==> config.mk <==
export PLATFORM = sky130hd
export DESIGN_NAME = i2c_master_transfer_engine
export DESIGN_NICKNAME = d
export VERILOG_FILES = /design/src/sv/i2cm_pkg.sv /design/src/sv/i2cm_cfg_regs.sv /design/src/sv/i2cm_engine.sv /design/src/sv/i2cm_out_skid.sv /design/src/sv/i2c_master_transfer_engine.sv
export SDC_FILE = /design/constraint.sdc
export NUM_CORES = 1
export LEC_CHECK = 0
export ABC_AREA = 1
export BUFFER_PORTS_ARGS = -buffer_cell sky130_fd_sc_hd__buf_2
export CAP_MARGIN = 25
export CORE_MARGIN = 2
export CORE_UTILIZATION = 40
export DETAILED_ROUTE_END_ITERATION = 8
export GPL_TIMING_DRIVEN = 0
export PLACE_DENSITY = 0.65
export SLEW_MARGIN = 20
export SYNTH_ARGS = -nofsm -noshare
export SYNTH_HDL_FRONTEND = slang
export SYNTH_SLANG_ARGS = --single-unit
==> constraint.sdc <==
create_clock -name clk -period 9.8 [get_ports clk]
set_input_delay 0.49 -clock clk [delete_from_list [all_inputs] [get_ports clk]]
set_output_delay 0.49 -clock clk [all_outputs]
set_load 0.03 [all_outputs]
==> src/sv/i2cm_pkg.sv <==
// ---------------------------------------------------------------------------
// i2cm_pkg
// shared types and constants for the i2c master transfer engine
// ---------------------------------------------------------------------------
package i2cm_pkg;

	localparam int LENGTH_BITS_DEF  = 16;
	localparam int DIVIDER_BITS_DEF = 12;

	localparam logic [1:0] MODE_TICK  = 2'd0;
	localparam logic [1:0] MODE_MSG   = 2'd1;
	localparam logic [1:0] MODE_WBYTE = 2'd2;

	localparam logic [2:0] CFG_DIV  = 3'd0;
	localparam logic [2:0] CFG_FAST = 3'd1;
	localparam logic [2:0] CFG_ADDR = 3'd2;
	localparam logic [2:0] CFG_TEN  = 3'd3;
	localparam logic [2:0] CFG_TMO  = 3'd4;

	localparam logic [2:0] ST_OK   = 3'd0;
	localparam logic [2:0] ST_NACK = 3'd1;
	localparam logic [2:0] ST_ARB  = 3'd2;
	localparam logic [2:0] ST_BUS  = 3'd3;
	localparam logic [2:0] ST_TMO  = 3'd4;

	localparam logic [3:0] P_IDLE        = 4'd0;
	localparam logic [3:0] P_BUSFREE     = 4'd1;
	localparam logic [3:0] P_RS_LOW      = 4'd2;
	localparam logic [3:0] P_RS_RISE     = 4'd3;
	localparam logic [3:0] P_START_SETUP = 4'd4;
	localparam logic [3:0] P_START_HOLD  = 4'd5;
	localparam logic [3:0] P_BIT_LOW     = 4'd6;
	localparam logic [3:0] P_BIT_RISE    = 4'd7;
	localparam logic [3:0] P_BIT_HIGH    = 4'd8;
	localparam logic [3:0] P_WAIT_BYTE   = 4'd9;
	localparam logic [3:0] P_STOP_LOW    = 4'd10;
	localparam logic [3:0] P_STOP_RISE   = 4'd11;
	localparam logic [3:0] P_STOP_HIGH   = 4'd12;
	localparam logic [3:0] P_STOP_FREE   = 4'd13;

	localparam logic [7:0] HDR_BASE = 8'hF0;

	localparam int IN_W  = 32;
	localparam int OUT_W = 16;

	typedef struct packed {
		logic [1:0]  mode;
		logic        msg_read;
		logic        msg_start;
		logic        msg_stop;
		logic [15:0] msg_length;
		logic [7:0]  write_byte;
		logic        sda_in;
		logic        scl_in;
	} tick_t;

	typedef struct packed {
		logic       scl_low;
		logic       sda_low;
		logic [7:0] read_byte;
		logic       read_valid;
		logic       need_write_byte;
		logic       message_done;
		logic [2:0] status;
		logic       busy_res;
	} res_t;

	typedef struct packed {
		logic [15:0] timeout_ticks;
		logic        ten_bit_address;
		logic [9:0]  target_address;
		logic        fast_mode;
	} cfg_t;

endpackage

==> src/sv/i2cm_cfg_regs.sv <==
// ---------------------------------------------------------------------------
// i2cm_cfg_regs
// configuration register file, written through a plain write port
// ---------------------------------------------------------------------------
module i2cm_cfg_regs #(
	parameter int DIVIDER_BITS = i2cm_pkg::DIVIDER_BITS_DEF
) (
	input  logic                    clk,
	input  logic                    arst_n,
	input  logic                    cfg_we,
	input  logic [2:0]              cfg_index,
	input  logic [15:0]             cfg_data,
	output logic [DIVIDER_BITS-1:0] divider,
	output i2cm_pkg::cfg_t          cfg
);
	import i2cm_pkg::*;

	logic [DIVIDER_BITS-1:0] div_q;
	cfg_t                    cfg_q;
	logic [11:0]             div_in;

	assign div_in = cfg_data[11:0];

	always_ff @(posedge clk or negedge arst_n) begin
		if (!arst_n) begin
			div_q <= DIVIDER_BITS'(80);
			cfg_q <= '0;
		end else if (cfg_we) begin
			unique case (cfg_index)
				CFG_DIV:  div_q <= DIVIDER_BITS'(div_in);
				CFG_FAST: cfg_q.fast_mode <= cfg_data[0];
				CFG_ADDR: cfg_q.target_address <= cfg_data[9:0];
				CFG_TEN:  cfg_q.ten_bit_address <= cfg_data[0];
				CFG_TMO:  cfg_q.timeout_ticks <= cfg_data;
				default: ;
			endcase
		end
	end

	assign divider = div_q;
	assign cfg     = cfg_q;
endmodule

==> src/sv/i2cm_engine.sv <==
// ---------------------------------------------------------------------------
// i2cm_engine
// per-tick bus state machine: state registers, next-state logic, combinational result
// ---------------------------------------------------------------------------
module i2cm_engine #(
	parameter int LENGTH_BITS  = i2cm_pkg::LENGTH_BITS_DEF,
	parameter int DIVIDER_BITS = i2cm_pkg::DIVIDER_BITS_DEF
) (
	input  logic                    clk,
	input  logic                    arst_n,
	input  logic                    step,
	input  i2cm_pkg::tick_t         tick,
	input  logic [DIVIDER_BITS-1:0] divider,
	input  i2cm_pkg::cfg_t          cfg,
	output i2cm_pkg::res_t          res
);
	import i2cm_pkg::*;

	localparam int CW = DIVIDER_BITS + 1;

	logic [3:0]             phase_q, phase_d;
	logic [3:0]             bitc_q, bitc_d;
	logic [7:0]             shb_q, shb_d;
	logic [LENGTH_BITS-1:0] left_q, left_d;
	logic [CW-1:0]          dcnt_q, dcnt_d;
	logic [15:0]            wcnt_q, wcnt_d;
	logic                   dir_q, dir_d, stopw_q, stopw_d, own_q, own_d;
	logic [1:0]             astep_q, astep_d;
	logic                   seen_q, seen_d;
	logic [2:0]             err_q, err_d;
	logic                   scl_q, scl_d, sda_q, sda_d;

	logic [CW-1:0]          hi_t, lo_t, dinc;
	logic [DIVIDER_BITS-1:0] dv;
	logic                   recv, hi_hit, lo_hit, tmo;
	logic [15:0]            winc;
	logic [7:0]             hdr, rb;
	logic                   rv, done;
	logic [2:0]             st;
	logic [LENGTH_BITS-1:0] len, left_dec;

	always_comb begin
		dv   = (divider == '0) ? DIVIDER_BITS'(1) : divider;
		hi_t = CW'(dv);
		lo_t = cfg.fast_mode ? {dv, 1'b0} : CW'(dv);
		if (lo_t < CW'(2)) lo_t = CW'(2);
		dinc   = dcnt_q + CW'(1);
		hi_hit = dinc >= hi_t;
		lo_hit = dinc >= lo_t;
		winc   = (wcnt_q == 16'hFFFF) ? wcnt_q : wcnt_q + 16'd1;
		tmo    = (cfg.timeout_ticks != '0) && (winc >= cfg.timeout_ticks);
		recv   = (astep_q == 2'd0) && dir_q;
		hdr    = HDR_BASE | {5'd0, cfg.target_address[9:8], 1'b0};
		len    = LENGTH_BITS'(tick.msg_length);
		left_dec = (left_q != '0) ? left_q - LENGTH_BITS'(1) : left_q;
	end

	always_comb begin
		phase_d = phase_q; bitc_d = bitc_q; shb_d = shb_q; left_d = left_q;
		dcnt_d = dcnt_q; wcnt_d = wcnt_q; dir_d = dir_q; stopw_d = stopw_q;
		own_d = own_q; astep_d = astep_q; seen_d = seen_q; err_d = err_q;
		scl_d = scl_q; sda_d = sda_q;
		rb = '0; rv = 1'b0; done = 1'b0; st = ST_OK;
		unique case (phase_q)
			P_IDLE: begin
				if (own_q) sda_d = 1'b0;
				if (tick.mode == MODE_MSG) begin
					if (len == '0) begin
						done = 1'b1; st = ST_BUS;
					end else begin
						dir_d = tick.msg_read; stopw_d = tick.msg_stop; left_d = len;
						err_d = ST_OK; dcnt_d = '0; wcnt_d = '0;
						if (tick.msg_start) begin
							astep_d = 2'd0;
							phase_d = own_q ? P_RS_LOW : P_BUSFREE;
						end else if (!own_q) begin
							done = 1'b1; st = ST_BUS;
						end else begin
							astep_d = 2'd0; bitc_d = '0;
							phase_d = tick.msg_read ? P_BIT_LOW : P_WAIT_BYTE;
						end
					end
				end
			end
			P_BUSFREE: begin
				if (tick.scl_in && tick.sda_in) begin
					dcnt_d = '0; phase_d = P_START_SETUP;
				end else begin
					wcnt_d = winc;
					if (tmo) begin phase_d = P_IDLE; done = 1'b1; st = ST_TMO; end
				end
			end
			P_RS_LOW: begin
				scl_d = 1'b1; sda_d = 1'b0;
				dcnt_d = lo_hit ? '0 : dinc;
				if (lo_hit) begin scl_d = 1'b0; wcnt_d = '0; phase_d = P_RS_RISE; end
			end
			P_START_SETUP: begin
				if (!tick.sda_in) begin
					scl_d = 1'b0; sda_d = 1'b0; own_d = 1'b0;
					phase_d = P_IDLE; done = 1'b1; st = ST_ARB;
				end else begin
					dcnt_d = hi_hit ? '0 : dinc;
					if (hi_hit) begin sda_d = 1'b1; phase_d = P_START_HOLD; end
				end
			end
			P_START_HOLD: begin
				dcnt_d = hi_hit ? '0 : dinc;
				if (hi_hit) begin
					scl_d = 1'b1; own_d = 1'b1; bitc_d = '0; phase_d = P_BIT_LOW;
					if (astep_q == 2'd2) begin
						astep_d = 2'd3; shb_d = hdr | 8'h01;
					end else begin
						astep_d = 2'd1;
						shb_d = cfg.ten_bit_address ? hdr
						      : {cfg.target_address[6:0], dir_q};
					end
				end
			end
			P_BIT_LOW: begin
				if (dcnt_q == '0) begin
					if (bitc_q < 4'd8)
						sda_d = recv ? 1'b0 : ~shb_q[3'(4'd7 - bitc_q)];
					else
						sda_d = recv && (left_q > LENGTH_BITS'(1));
				end
				dcnt_d = lo_hit ? '0 : dinc;
				if (lo_hit) begin scl_d = 1'b0; wcnt_d = '0; phase_d = P_BIT_RISE; end
			end
			P_BIT_HIGH: begin
				if (tick.sda_in != seen_q) begin
					err_d = ST_BUS; scl_d = 1'b1; dcnt_d = '0; phase_d = P_STOP_LOW;
				end else begin
					dcnt_d = hi_hit ? '0 : dinc;
					if (hi_hit) begin
						scl_d = 1'b1;
						if (bitc_q < 4'd8) begin
							if (recv && bitc_q == 4'd7) begin rb = shb_q; rv = 1'b1; end
							bitc_d = bitc_q + 4'd1; phase_d = P_BIT_LOW;
						end else begin
							bitc_d = '0; dcnt_d = '0; wcnt_d = '0;
							if (recv) begin
								left_d = left_dec;
								if (left_dec == '0) begin
									if (stopw_q) begin err_d = ST_OK; phase_d = P_STOP_LOW; end
									else begin phase_d = P_IDLE; done = 1'b1; end
								end else phase_d = P_BIT_LOW;
							end else if (seen_q) begin
								err_d = ST_NACK; phase_d = P_STOP_LOW;
							end else if (astep_q == 2'd1 && cfg.ten_bit_address) begin
								shb_d = cfg.target_address[7:0]; astep_d = 2'd2;
								phase_d = P_BIT_LOW;
							end else if (astep_q == 2'd2 && dir_q) begin
								phase_d = P_RS_LOW;
							end else if (astep_q != 2'd0) begin
								astep_d = 2'd0;
								phase_d = dir_q ? P_BIT_LOW : P_WAIT_BYTE;
							end else begin
								left_d = left_dec;
								if (left_dec == '0) begin
									if (stopw_q) begin err_d = ST_OK; phase_d = P_STOP_LOW; end
									else begin phase_d = P_IDLE; done = 1'b1; end
								end else phase_d = P_WAIT_BYTE;
							end
						end
					end
				end
			end
			P_WAIT_BYTE: begin
				sda_d = 1'b0;
				if (tick.mode == MODE_WBYTE) begin
					shb_d = tick.write_byte; bitc_d = '0; dcnt_d = '0; phase_d = P_BIT_LOW;
				end else begin
					wcnt_d = winc;
					if (tmo) begin
						err_d = ST_TMO; scl_d = 1'b1; dcnt_d = '0; phase_d = P_STOP_LOW;
					end
				end
			end
			P_STOP_LOW: begin
				scl_d = 1'b1;
				if (dcnt_q == '0) sda_d = 1'b1;
				dcnt_d = lo_hit ? '0 : dinc;
				if (lo_hit) begin scl_d = 1'b0; wcnt_d = '0; phase_d = P_STOP_RISE; end
			end
			P_RS_RISE, P_BIT_RISE, P_STOP_RISE: begin
				if (tick.scl_in) begin
					dcnt_d = '0;
					if (phase_q == P_RS_RISE) phase_d = P_START_SETUP;
					else if (phase_q == P_STOP_RISE) phase_d = P_STOP_HIGH;
					else if (sda_q && tick.sda_in) begin
						err_d = ST_BUS; scl_d = 1'b1; phase_d = P_STOP_LOW;
					end else if (!recv && bitc_q < 4'd8 && !sda_q && !tick.sda_in) begin
						scl_d = 1'b0; sda_d = 1'b0; own_d = 1'b0;
						phase_d = P_IDLE; done = 1'b1; st = ST_ARB;
					end else begin
						seen_d = tick.sda_in;
						if (recv && bitc_q < 4'd8) shb_d = {shb_q[6:0], tick.sda_in};
						phase_d = P_BIT_HIGH;
					end
				end else begin
					wcnt_d = winc;
					if (tmo) begin
						if (phase_q == P_STOP_RISE) begin
							scl_d = 1'b0; sda_d = 1'b0; own_d = 1'b0;
							phase_d = P_IDLE; done = 1'b1;
							st = (err_q != ST_OK) ? err_q : ST_TMO;
						end else begin
							err_d = ST_TMO; scl_d = 1'b1; dcnt_d = '0; phase_d = P_STOP_LOW;
						end
					end
				end
			end
			P_STOP_HIGH: begin
				dcnt_d = hi_hit ? '0 : dinc;
				if (hi_hit) begin sda_d = 1'b0; phase_d = P_STOP_FREE; end
			end
			P_STOP_FREE: begin
				dcnt_d = hi_hit ? '0 : dinc;
				if (hi_hit) begin own_d = 1'b0; phase_d = P_IDLE; done = 1'b1; st = err_q; end
			end
			default: phase_d = P_IDLE;
		endcase
	end

	always_ff @(posedge clk or negedge arst_n) begin
		if (!arst_n) begin
			phase_q <= P_IDLE; bitc_q <= '0; shb_q <= '0; left_q <= '0;
			dcnt_q <= '0; wcnt_q <= '0; dir_q <= 1'b0; stopw_q <= 1'b0;
			own_q <= 1'b0; astep_q <= '0; seen_q <= 1'b0; err_q <= ST_OK;
			scl_q <= 1'b0; sda_q <= 1'b0;
		end else if (step) begin
			phase_q <= phase_d; bitc_q <= bitc_d; shb_q <= shb_d; left_q <= left_d;
			dcnt_q <= dcnt_d; wcnt_q <= wcnt_d; dir_q <= dir_d; stopw_q <= stopw_d;
			own_q <= own_d; astep_q <= astep_d; seen_q <= seen_d; err_q <= err_d;
			scl_q <= scl_d; sda_q <= sda_d;
		end
	end

	always_comb begin
		res.scl_low         = scl_d;
		res.sda_low         = sda_d;
		res.read_byte       = rb;
		res.read_valid      = rv;
		res.need_write_byte = phase_d == P_WAIT_BYTE;
		res.message_done    = done;
		res.status          = st;
		res.busy_res        = phase_d != P_IDLE;
	end

	ap_status_only_done: assert property (@(posedge clk) disable iff (!arst_n)
		step && !done |-> st == ST_OK) else $error("status without done");
	ap_rv_recv: assert property (@(posedge clk) disable iff (!arst_n)
		step && rv |-> phase_q == P_BIT_HIGH) else $error("read_valid outside bit high");
	ap_wait_own: assert property (@(posedge clk) disable iff (!arst_n)
		phase_q == P_WAIT_BYTE |-> own_q) else $error("waiting for byte without bus");
endmodule

==> src/sv/i2cm_out_skid.sv <==
// ---------------------------------------------------------------------------
// i2cm_out_skid
// two-entry output buffer so input can advance while a result waits
// ---------------------------------------------------------------------------
module i2cm_out_skid (
	input  logic           clk,
	input  logic           arst_n,
	input  logic           in_valid,
	output logic           in_ready,
	input  i2cm_pkg::res_t in_data,
	output logic           out_valid,
	input  logic           out_ready,
	output i2cm_pkg::res_t out_data
);
	import i2cm_pkg::*;

	res_t main_q, skid_q;
	logic main_v_q, skid_v_q;

	assign in_ready  = !skid_v_q;
	assign out_valid = main_v_q;
	assign out_data  = main_q;

	always_ff @(posedge clk or negedge arst_n) begin
		if (!arst_n) begin
			main_v_q <= 1'b0;
			skid_v_q <= 1'b0;
		end else begin
			if (!main_v_q || out_ready) begin
				main_v_q <= skid_v_q || in_valid;
				skid_v_q <= 1'b0;
			end else if (in_valid && in_ready) begin
				skid_v_q <= 1'b1;
			end
		end
	end

	always_ff @(posedge clk) begin
		if (!main_v_q || out_ready) main_q <= skid_v_q ? skid_q : in_data;
		if (in_valid && in_ready) skid_q <= in_data;
	end
endmodule

==> src/sv/i2c_master_transfer_engine.sv <==
// a tick's result passes a result register and then the output buffer before it is offered on m_tdata
// throughput: one tick per cycle while the output buffer has room; the state update is a single registered pass
// a two-entry output buffer keeps input flowing while a result waits
// reset: arst_n clears to idle, bus released, divider 80, other control and state registers 0
// ---------------------------------------------------------------------------
// i2c_master_transfer_engine
// i2c bus master, one message at a time, one sampled bus tick per item
// ---------------------------------------------------------------------------
module i2c_master_transfer_engine #(
	parameter int LENGTH_BITS  = i2cm_pkg::LENGTH_BITS_DEF,
	parameter int DIVIDER_BITS = i2cm_pkg::DIVIDER_BITS_DEF
) (
	input  logic        clk,
	input  logic        arst_n,
	input  logic        cfg_we,
	input  logic [2:0]  cfg_index,
	input  logic [15:0] cfg_data,
	input  logic        s_tvalid,
	output logic        s_tready,
	// mode, msg_read, msg_start, msg_stop, msg_length, write_byte, sda_in, scl_in
	input  logic [31:0] s_tdata,
	output logic        m_tvalid,
	input  logic        m_tready,
	// scl_low, sda_low, read_byte, read_valid, need_write_byte, message_done,
	// status, busy_res
	output logic [23:0] m_tdata
);
	import i2cm_pkg::*;

	logic [DIVIDER_BITS-1:0] divider;
	cfg_t  cfg;
	tick_t tick;
	res_t  res, ores;
	logic  step, res_v_q;

	assign tick.mode       = s_tdata[1:0];
	assign tick.msg_read   = s_tdata[2];
	assign tick.msg_start  = s_tdata[3];
	assign tick.msg_stop   = s_tdata[4];
	assign tick.msg_length = s_tdata[20:5];
	assign tick.write_byte = s_tdata[28:21];
	assign tick.sda_in     = s_tdata[29];
	assign tick.scl_in     = s_tdata[30];

	logic buf_ready;
	res_t res_q;
	assign s_tready = buf_ready;
	assign step     = s_tvalid && s_tready;

	i2cm_cfg_regs #(.DIVIDER_BITS(DIVIDER_BITS)) u_cfg (
		.clk, .arst_n, .cfg_we, .cfg_index, .cfg_data, .divider, .cfg
	);

	i2cm_engine #(.LENGTH_BITS(LENGTH_BITS), .DIVIDER_BITS(DIVIDER_BITS)) u_eng (
		.clk, .arst_n, .step, .tick, .divider, .cfg, .res
	);

	// result register after the state update
	always_ff @(posedge clk or negedge arst_n) begin
		if (!arst_n) res_v_q <= 1'b0;
		else if (buf_ready) res_v_q <= step;
	end
	always_ff @(posedge clk) begin
		if (step) res_q <= res;
	end

	i2cm_out_skid u_skid (
		.clk, .arst_n, .in_valid(res_v_q), .in_ready(buf_ready), .in_data(res_q),
		.out_valid(m_tvalid), .out_ready(m_tready), .out_data(ores)
	);

	assign m_tdata = {7'd0, ores.busy_res, ores.status, ores.message_done,
		ores.need_write_byte, ores.read_valid, ores.read_byte, ores.sda_low, ores.scl_low};
endmodule

# Yosys cells after proc, flatten, opt, wreduce, memory -nomap -nowiden
# Cells that the tools add are included.
dict set report word_totals {
  regBits 166
  input_bits 56
  elab_cells 438
  out_inout_bits 26
}
dict set report op_classes {
  muxes 233
  n_reduce_logical 64
  n_eq_ne 73
  n_lt_le_gt_ge 7
  bitwise_logic 10
  addsub 5
}
# cell count
set op_table {}
lappend op_table {{$mux 16} 21}
lappend op_table {{$mux 13} 16}
lappend op_table {{$mux 4} 45}
lappend op_table {{$mux 8} 16}
lappend op_table {{$pmux 13 s8} 1}
lappend op_table {{$mux 3} 33}
lappend op_table {{$pmux 16 s6} 1}
lappend op_table {{$mux 1} 68}
lappend op_table {{$pmux 4 s12} 1}
lappend op_table {{$mux 2} 18}
lappend op_table {{$reduce_and 11->1} 3}
lappend op_table {{$logic_not 16->1} 2}
lappend op_table {{$ne 2x2->1 const B} 16}
lappend op_table {{$pmux 16 s2} 1}
lappend op_table {{$pmux 8 s4} 1}
lappend op_table {{$reduce_bool 16->1} 2}
lappend op_table {{$eq 4x4->1 const B} 7}
lappend op_table {{$ne 3x2->1 const B} 9}
lappend op_table {{$ne 2x1->1 const B} 11}
lappend op_table {{$eq 4x3->1 const B} 5}
lappend op_table {{$reduce_bool 4->1} 5}
lappend op_table {{$mux 17} 1}
lappend op_table {{$add 16x1->16 const B} 1}
lappend op_table {{$eq 16x16->1 const B} 1}
lappend op_table {{other kinds (57)} 107}

# Longest topological paths before layout
# Gate-level depths: netlist of the first run.
dict set report logic_depth {
  ltp_word 14
  depth_mapped 28
  depth_no_buf 28
}

# Hierarchy
# A second synthesis of the first run with hierarchy kept.
dict set report hier_totals {
  cells_unflattened 1503
  area_unflattened_um2 10979.3
}
# mod n_inst area_each_um2 seq_area_each_um2 cells_per_inst
set modules_own_cells {}
lappend modules_own_cells {i2cm_engine 1 7378.3 1801.7 1189}
lappend modules_own_cells {i2cm_cfg_regs 1 1652.8 1003.5 185}
lappend modules_own_cells {i2cm_out_skid 1 1337.5 1071.0 98}
lappend modules_own_cells {i2c_master_transfer_engine 1 610.6 535.5 31}

# Worst setup path before layout of the first run
# No wires, ideal clock.
dict set report synth_timing {
  path_kind {reg2reg}
  start {register u_eng.wcnt_q[0]}
  end {register res_q[0] in the netlist's numbering, data pin}
  path_buffers 0
  stages_incl_launch_ff 25
  required_ns 9.547
  arrival_ns 3.198
  setup_ns 0.253
  setup_slack_ns 6.349
  period_less_slack_ns 3.451
  path_cell_list {dfrtp_1 -> ha_1 -> nand2_1 -> nor3_1 -> nand2_1 -> nor2_1 -> nand3_1 -> nor2_1 -> nor2_1 -> nand2_1 -> a21boi_0 -> ha_1 -> a21oi_1 -> o21ai_0 -> nand2_1 -> o211ai_1 -> nand2_1 -> nand3_1 -> nand2_1 -> inv_1 -> o21a_1 -> nor2_1 -> nand2_2 -> nor2_2 -> nand2_1}
}
# element line_no
set synth_rtl {}
lappend synth_rtl {{from (decl)} i2cm_engine.sv:26} ;# logic [15:0] wcnt_q, wcnt_d;
lappend synth_rtl {{from (signal assigned)} i2cm_engine.sv:234} ;# dcnt_q <= dcnt_d; wcnt_q <= wcnt_d; dir_q <= dir_d; stopw_q <= stopw_d;
lappend synth_rtl {{to (signal assigned)} i2c_master_transfer_engine.sv:64} ;# if (step) res_q <= res;
lappend synth_rtl {{to (decl)} i2c_master_transfer_engine.sv:46} ;# res_t res_q;

# Final worst setup path of the first run
dict set report layout_timing {
  start {register u_eng.wcnt_q[0]}
  end {register u_eng.dcnt_q[5]}
}
dict set report layout_via {
  elab_chain_len 6
  elab_cells_between_ends 8
  classes_between {add/sub: 1; order compare: 1; eq/ne: 3; mux: 1; reduce/logical: 2}
}
# element line_no
set layout_rtl {}
lappend layout_rtl {{$add 16x1->16 or $eq 16x16->1 (tied branches)} i2cm_engine.sv:50} ;# winc = (wcnt_q == 16'hFFFF) ? wcnt_q : wcnt_q + 16'd1;
lappend layout_rtl {{$mux 16 *} i2cm_engine.sv:50}
lappend layout_rtl {{$ge 16x16->1 *} i2cm_engine.sv:51} ;# tmo = (cfg.timeout_ticks != '0) && (winc >= cfg.timeout_ticks);
lappend layout_rtl {{$logic_and 1x1->1 *} i2cm_engine.sv:51}
lappend layout_rtl {{$ne 3x1->1 (no source line) or $ne 3x2->1 (tied branches)} -}
lappend layout_rtl {{$reduce_and 9->1 (no source line) *} -}
lappend layout_rtl {{to (signal assigned)} i2cm_engine.sv:234}
lappend layout_rtl {{to (decl)} i2cm_engine.sv:25} ;# logic [CW-1:0] dcnt_q, dcnt_d;
# Mark *: on every way between the ends. The rest lies on a longest branch, timed or not.
# A chain may end at the register's enable or synchronous reset.

==> results of run 1 <==
final cells by class:
type / count / area [um2]
buffer: 43 / 251
clock buffer: 17 / 425
clock inverter: 15 / 156
fill: 2649 / 14000
inverter: 200 / 752
multi-input combinational: 1039 / 5340
sequential: 166 / 4410
tap: 335 / 419
timing repair buffer: 76 / 414
cells by family (layout without fill, tap and decap cells):
kind of cell | Yosys count | after routing | synth area share (%)
fa+ha+maj | 47 | 47 | 5.48
other cells | 1 | 7 | 0.0350
xor+xnor | 22 | 22 | 1.80
simple gates | 702 | 702 | 28.1
compound gates | 261 | 261 | 14.0
flops | 166 | 166 | 41.1
buf+inv | 243 | 351 | 9.36
where the power goes:
part           internal (uW)  total, uW  switching (uW)
Sequential               887       1010             125
Combinational            395       1270             871
Clock                    340        663             323
Total                   1620       2940            1320
tightest hold or removal path, stage by stage:
cell and delay, ps:
buf_2 70, nor2_1 30, a21oi_1 100
how the worst max path moves through the flow:
| stage | startpoint | to | slack [ps] | cells past startpoint |
|---|---|---|---|---|
| finish | u_eng.wcnt_q[0] | u_eng.dcnt_q[5] | 5140 | 19 |
| global route | u_eng.wcnt_q[0] | u_eng.dcnt_q[3] | 4500 | 19 |
| CTS | u_eng.wcnt_q[0] | u_eng.dcnt_q[6] | 5160 | 19 |
| detailed placement | u_eng.wcnt_q[0] | u_eng.dcnt_q[6] | 5210 | 19 |
| global placement | u_eng.wcnt_q[0] | u_eng.dcnt_q[4] | 5250 | 19 |
| floorplan | u_eng.wcnt_q[0] | res_q[0] | 6350 | 24 |
metal layers:
metal  wire, um  share of wire (%)  track usage (%)  vias to the layer above
li1           -                  -                -                     4933
met3       1630                5.5             3.07                       48
met4        699                2.4             6.84                        0
met1      14000                 47             30.0                     4559
met2      13400                 45             34.6                      337
met5          0                  0                0                        -
stage by stage:
stage / std cells / area (um2) / util [%] / hold slack (ps)
finish: 1891 / 12200 / 46.4 / 290
global route: 1891 / 12200 / 46.4 / 303
CTS: 1890 / 12200 / 46.4 / 279
detailed placement: 1857 / 11600 / 44.1 / 438
global placement: 1856 / 11500 / 44.0 / 433
floorplan: 1448 / 10700 / - / 194
state kept, by name, summed over array words and instances, names as in the netlist:
signal	count
u_cfg.cfg	28
res_q	17
u_skid.out_data	17
u_skid.skid_q	17
u_eng.left_q	16
u_eng.wcnt_q	16
u_eng.dcnt_q	13
u_cfg.divider	12
u_eng.shb_q	8
u_eng.bitc_q	4
u_eng.phase_q	4
u_eng.err_q	3
u_eng.astep_q	2
res_v_q	1
u_eng.dir_q	1
u_eng.own_q	1
u_eng.scl_q	1
u_eng.sda_q	1
u_eng.seen_q	1
u_eng.stopw_q	1
u_skid.out_valid	1
u_skid.skid_v_q	1
cell usage in the layout, fill, tap and decap left out, types with 46 or more instances in the layout:
cell	n
nor2_1	151
dfrtp_1	113
buf_2	79
a21oi_1	46
nand2_1	387
o21ai_0	117
nand3_1	77
edfxtp_1	51
ha_1	47
inv_1	187
what timing repair did:
item / 4_1_cts / 5_1_grt
gates resized for setup: 0 / 0
endpoints found under the hold margin: 21 / 0
hold buffers: 1 / 0
==> results.yml, run 1 <==
status:
  status: "complete, no violations"
die:
  core_um2: 26200
  initial_utilization_pct: 40.9
  dieArea_um2: 28100
  io_pins: 82
  rows: 59
  dieWidth_um: 168
  fp.dieH_um: 168
logic_synthesis:
  yosysMostFrequentCell: "nand2_1"
  synth_edf_count: 51
  avgSynthCellArea_um2: 7.44
  syn-cell-area_um2: 10700
  synth_warnings: 0
  synth_area_leaders: "dfrtp_1, edfxtp_1, nand2_1"
  synth_seq_cells: 166
  netlist_top_cells_count: "nand2_1, inv_1, nor2_1, o21ai_0, dfrtp_1"
  synth_ff_type: "dfrtp_1"
  synth_area_leader_cell: "dfrtp_1"
  synthCells: 1442
  ys_seq_area_share_pct: 41.1
  async_reset_ff_share_pct: 69.3
  yosysUniqueCellTypes: 60
  synth.top_cell.area_share_pct: 26.4
hold_path:
  hold_depth: 3
  hold_start: "cfg_data[15]"
  holdPathEnd: "u_cfg.cfg[27]"
  min_path_type: "input pin to flip-flop"
routing:
  finalWirelength_um: 29700
  ant_nets: 0
  viasPerCell: 5.22
  drc: 0
  num_vias: 9877
  wl_per_cell_um: 15.7
  initialDrtViolationCount: 882
  dr.pass1.iters: 6
sta:
  fin_skew_ps: 13.6
  final.period_utilization_pct: 47.6
  slew_viol_final: 0
  period_needed_ps: 4660
  rsz0062_at_grt: "false"
  finalHoldViolCount: 0
  fmaxAchievable_ghz: 0.215
  worst_pin_slew_ps: 808
  setup_viol: 0
  slew_headroom_pct: 46.1
  worst_slack_ps: 5140
  finalSetupTns_ps: 0
critical_path:
  path_class: "flip-flop to flip-flop"
  crit-reg2reg-launch: "u_eng.wcnt_q[0]"
  cp_top_family: "simple AND/OR/NAND/NOR gates"
  crit_buf_inv: 2
  cp.required_ps: 10160
  worstPathArrival_ps: 5020
  rrSetupSlack_ps: 5140
  cpPeakStageDelay_ps: 580
  rr_worst_depth: 19
  rr_endpoint: "u_eng.dcnt_q[5]"
  critPathMaxFanout: 10
  cp-start-kind: "flip-flop"
  path_cells: "ha_1, nand2_1, nor3_1, nand2_1, nor2_1, nand3_1, nor2_1, inv_1, a21boi_0, ha_1, nand2_1, nor3_1, nand3_1, nand3_1, nand2_1, a211oi_2, clkbuf_1, nand3_1, o21ai_0"
  worstSetupEndpointType: "flip-flop"
  crit_slowest_cell: "a211oi_2"
clock_network:
  worstSkewPairLatency_ps: 440
  htree_levels: 4
  cts_root_buffer: "clkbuf_16"
  post_cts_buffers: 0
  cts_num_sinks: 166
  clk_path_buf_depth: 2
  cts_tree: "yes"
  cts_buffers: 17
  path_clk_slew_ps: 80
global_routing:
  grt_max_degree: 74
  antenna_found_initial: 0
  grt_pass1_vias: 9337
  grt_first_pass_wirelength_um: 48500
  overflow: 0
  grtUsageTotal_pct: 21.5
power:
  finalPower_uw: 2940
  leakagePower_uw: 0.00585
  ir_drop_v: 0.000103
  power.density_nw_per_um2: 242
place:
  dp_slack_ps: 5210
  hpwl_um: 23300
  gp_congestion: 0.988
  port_buffers: 73
run:
  drv_cap: 0
final_layout:
  drive_gt1_share_pct: 11.4
  n_antenna_cell: 0
  fin_nets: 1646
  syn2layout_area_growth_pct: 13.4
No activity file was read; power rests on OpenSTA's default activity.
==> inputs of run 2 (changes only) <==
clock period = 4.71 ns   (was 9.8 ns; I/O delays follow)
==> results.yml, run 2 (same netlist as run 1, synthesis figures left out) <==
global_routing:
  grt_first_pass_wirelength_um: 48500
  grt_max_degree: 74
  grtUsageTotal_pct: 21.5
  grt_pass1_vias: 9337
  overflow: 0
  antenna_found_initial: 0
sta:
  worst_pin_slew_ps: 808
  period_needed_ps: 4190
  setup_viol: 0
  slew_viol_final: 0
  fin_skew_ps: 15.0
  worst_slack_ps: 516
  finalSetupTns_ps: 0
  fmaxAchievable_ghz: 0.238
  rsz0062_at_grt: "false"
  final.period_utilization_pct: 89.0
  finalHoldViolCount: 0
  slew_headroom_pct: 46.1
routing:
  finalWirelength_um: 29700
  num_vias: 9914
  wl_per_cell_um: 15.7
  ant_nets: 0
  viasPerCell: 5.24
  initialDrtViolationCount: 874
  drc: 0
  dr.pass1.iters: 5
place:
  dp_slack_ps: 118
  hpwl_um: 23300
  gp_congestion: 0.988
  port_buffers: 73
final_layout:
  utilization_pct: 46.5
  final_cell_mix: "nand2_1, inv_1, nor2_1"
  n_antenna_cell: 0
  largest_reg_flops: 28
  drive_gt1_share_pct: 11.8
  fin_nets: 1647
  final_common_cell: "nand2_1"
  syn2layout_area_growth_pct: 13.7
  fillCellCount: 2649
clock_network:
  cts_root_buffer: "clkbuf_16"
  cts_num_sinks: 166
  clk_path_buf_depth: 2
  cts_tree: "yes"
  worstSkewPairLatency_ps: 440
  path_clk_slew_ps: 80
  htree_levels: 4
  cts_buffers: 17
power:
  power.density_nw_per_um2: 503
  ir_drop_v: 0.000214
  leakagePower_uw: 0.00587
die:
  dieArea_um2: 28100
  io_pins: 82
  initial_utilization_pct: 40.9
  core_um2: 26200
  rows: 59
  fp.dieH_um: 168
  dieWidth_um: 168
run:
  drv_cap: 0
critical_path:
  cp.required_ps: 5070
  path_class: "flip-flop to flip-flop"
  critPathMaxFanout: 10
  worstPathArrival_ps: 4550
  rrSetupSlack_ps: 520
  worstSetupEndpointType: "flip-flop"
  cp-start-kind: "flip-flop"
status:
  status: "complete, no violations"
hold_path:
  min_path_type: "input pin to flip-flop"
run 2: cell types whose count changed in the layout (fill, tap and decap cells not counted), sizes merged:
| cell | change |
|---|---|
| buf | +1 |
run 2: worst max-delay path: stages, from the launching register on:
cell,delay [ps]
dfrtp_1,470
inv_1,120
nor3_1,420
nand4_1,250
nor3_1,310
nand3_1,130
xor2_1,150
inv_1,90
ha_1,290
nand2_1,110
nor2_1,80
a221oi_1,300
nand3_1,270
o21ai_0,580
buf_2,340
nand3_1,90
o21ai_0,90
run 2: worst paths after layout:
| kind | to | startpoint | cells past startpoint |
|---|---|---|---|
| max in group asynchronous | u_skid.out_valid | arst_n | 3 |
| hold reg to reg | u_skid.skid_q[5] | res_q[5] | 0 |
| setup reg to reg | u_eng.dcnt_q[2] | u_eng.dcnt_q[0] | 16 |
| min in group asynchronous | u_eng.dcnt_q[5] | arst_n | 2 |
| setup / recovery | u_eng.dcnt_q[2] | u_eng.dcnt_q[0] | 16 |
| hold / removal | u_cfg.cfg[27] | cfg_data[15] | 3 |
run 2: routing by layer:
layer	global-route usage, %	part of all wire [%]	vias up
met5	0	0	-
met4	6.84	2.5	0
met3	3.07	5.3	56
met2	34.6	45	316
met1	30.0	47	4604
li1	-	-	4938
run 2: layout make-up:
cell class / count / area [um2] / area share, %
buffer: 43 / 254 / 2.08
clock buffer: 17 / 425 / 3.49
clock inverter: 15 / 156 / 1.28
inverter: 200 / 752 / 6.17
multi-input combinational: 1039 / 5360 / 43.9
sequential: 166 / 4410 / 36.2
tap: 335 / 419 / 3.44
timing repair buffer: 77 / 422 / 3.46
run 2: stage by stage:
step / area (um2) / hold WS (ps) / power, uW / cells
floorplan: 10700 / -60.1 / 3950 / 1448
global placement: 11500 / 433 / 4680 / 1856
detailed placement: 11600 / 205 / 4720 / 1857
CTS: 12200 / 24.1 / 6110 / 1890
global route: 12200 / 48.6 / 6570 / 1892
finish: 12200 / 34.0 / 6130 / 1892
run 2: power breakdown:
part           internal, uW  switching (uW)
logic                   832            1820
clock network           707             671
registers              1850             261
total                  3380            2750
run 2: timing repair:
action | 4_1_cts | 5_1_grt
setup buffers | 0 | 1
setup endpoints to repair | 0 | 26
hold buffers | 1 | 0
gates resized for setup | 0 | 11
endpoints found under the hold margin | 42 | 0
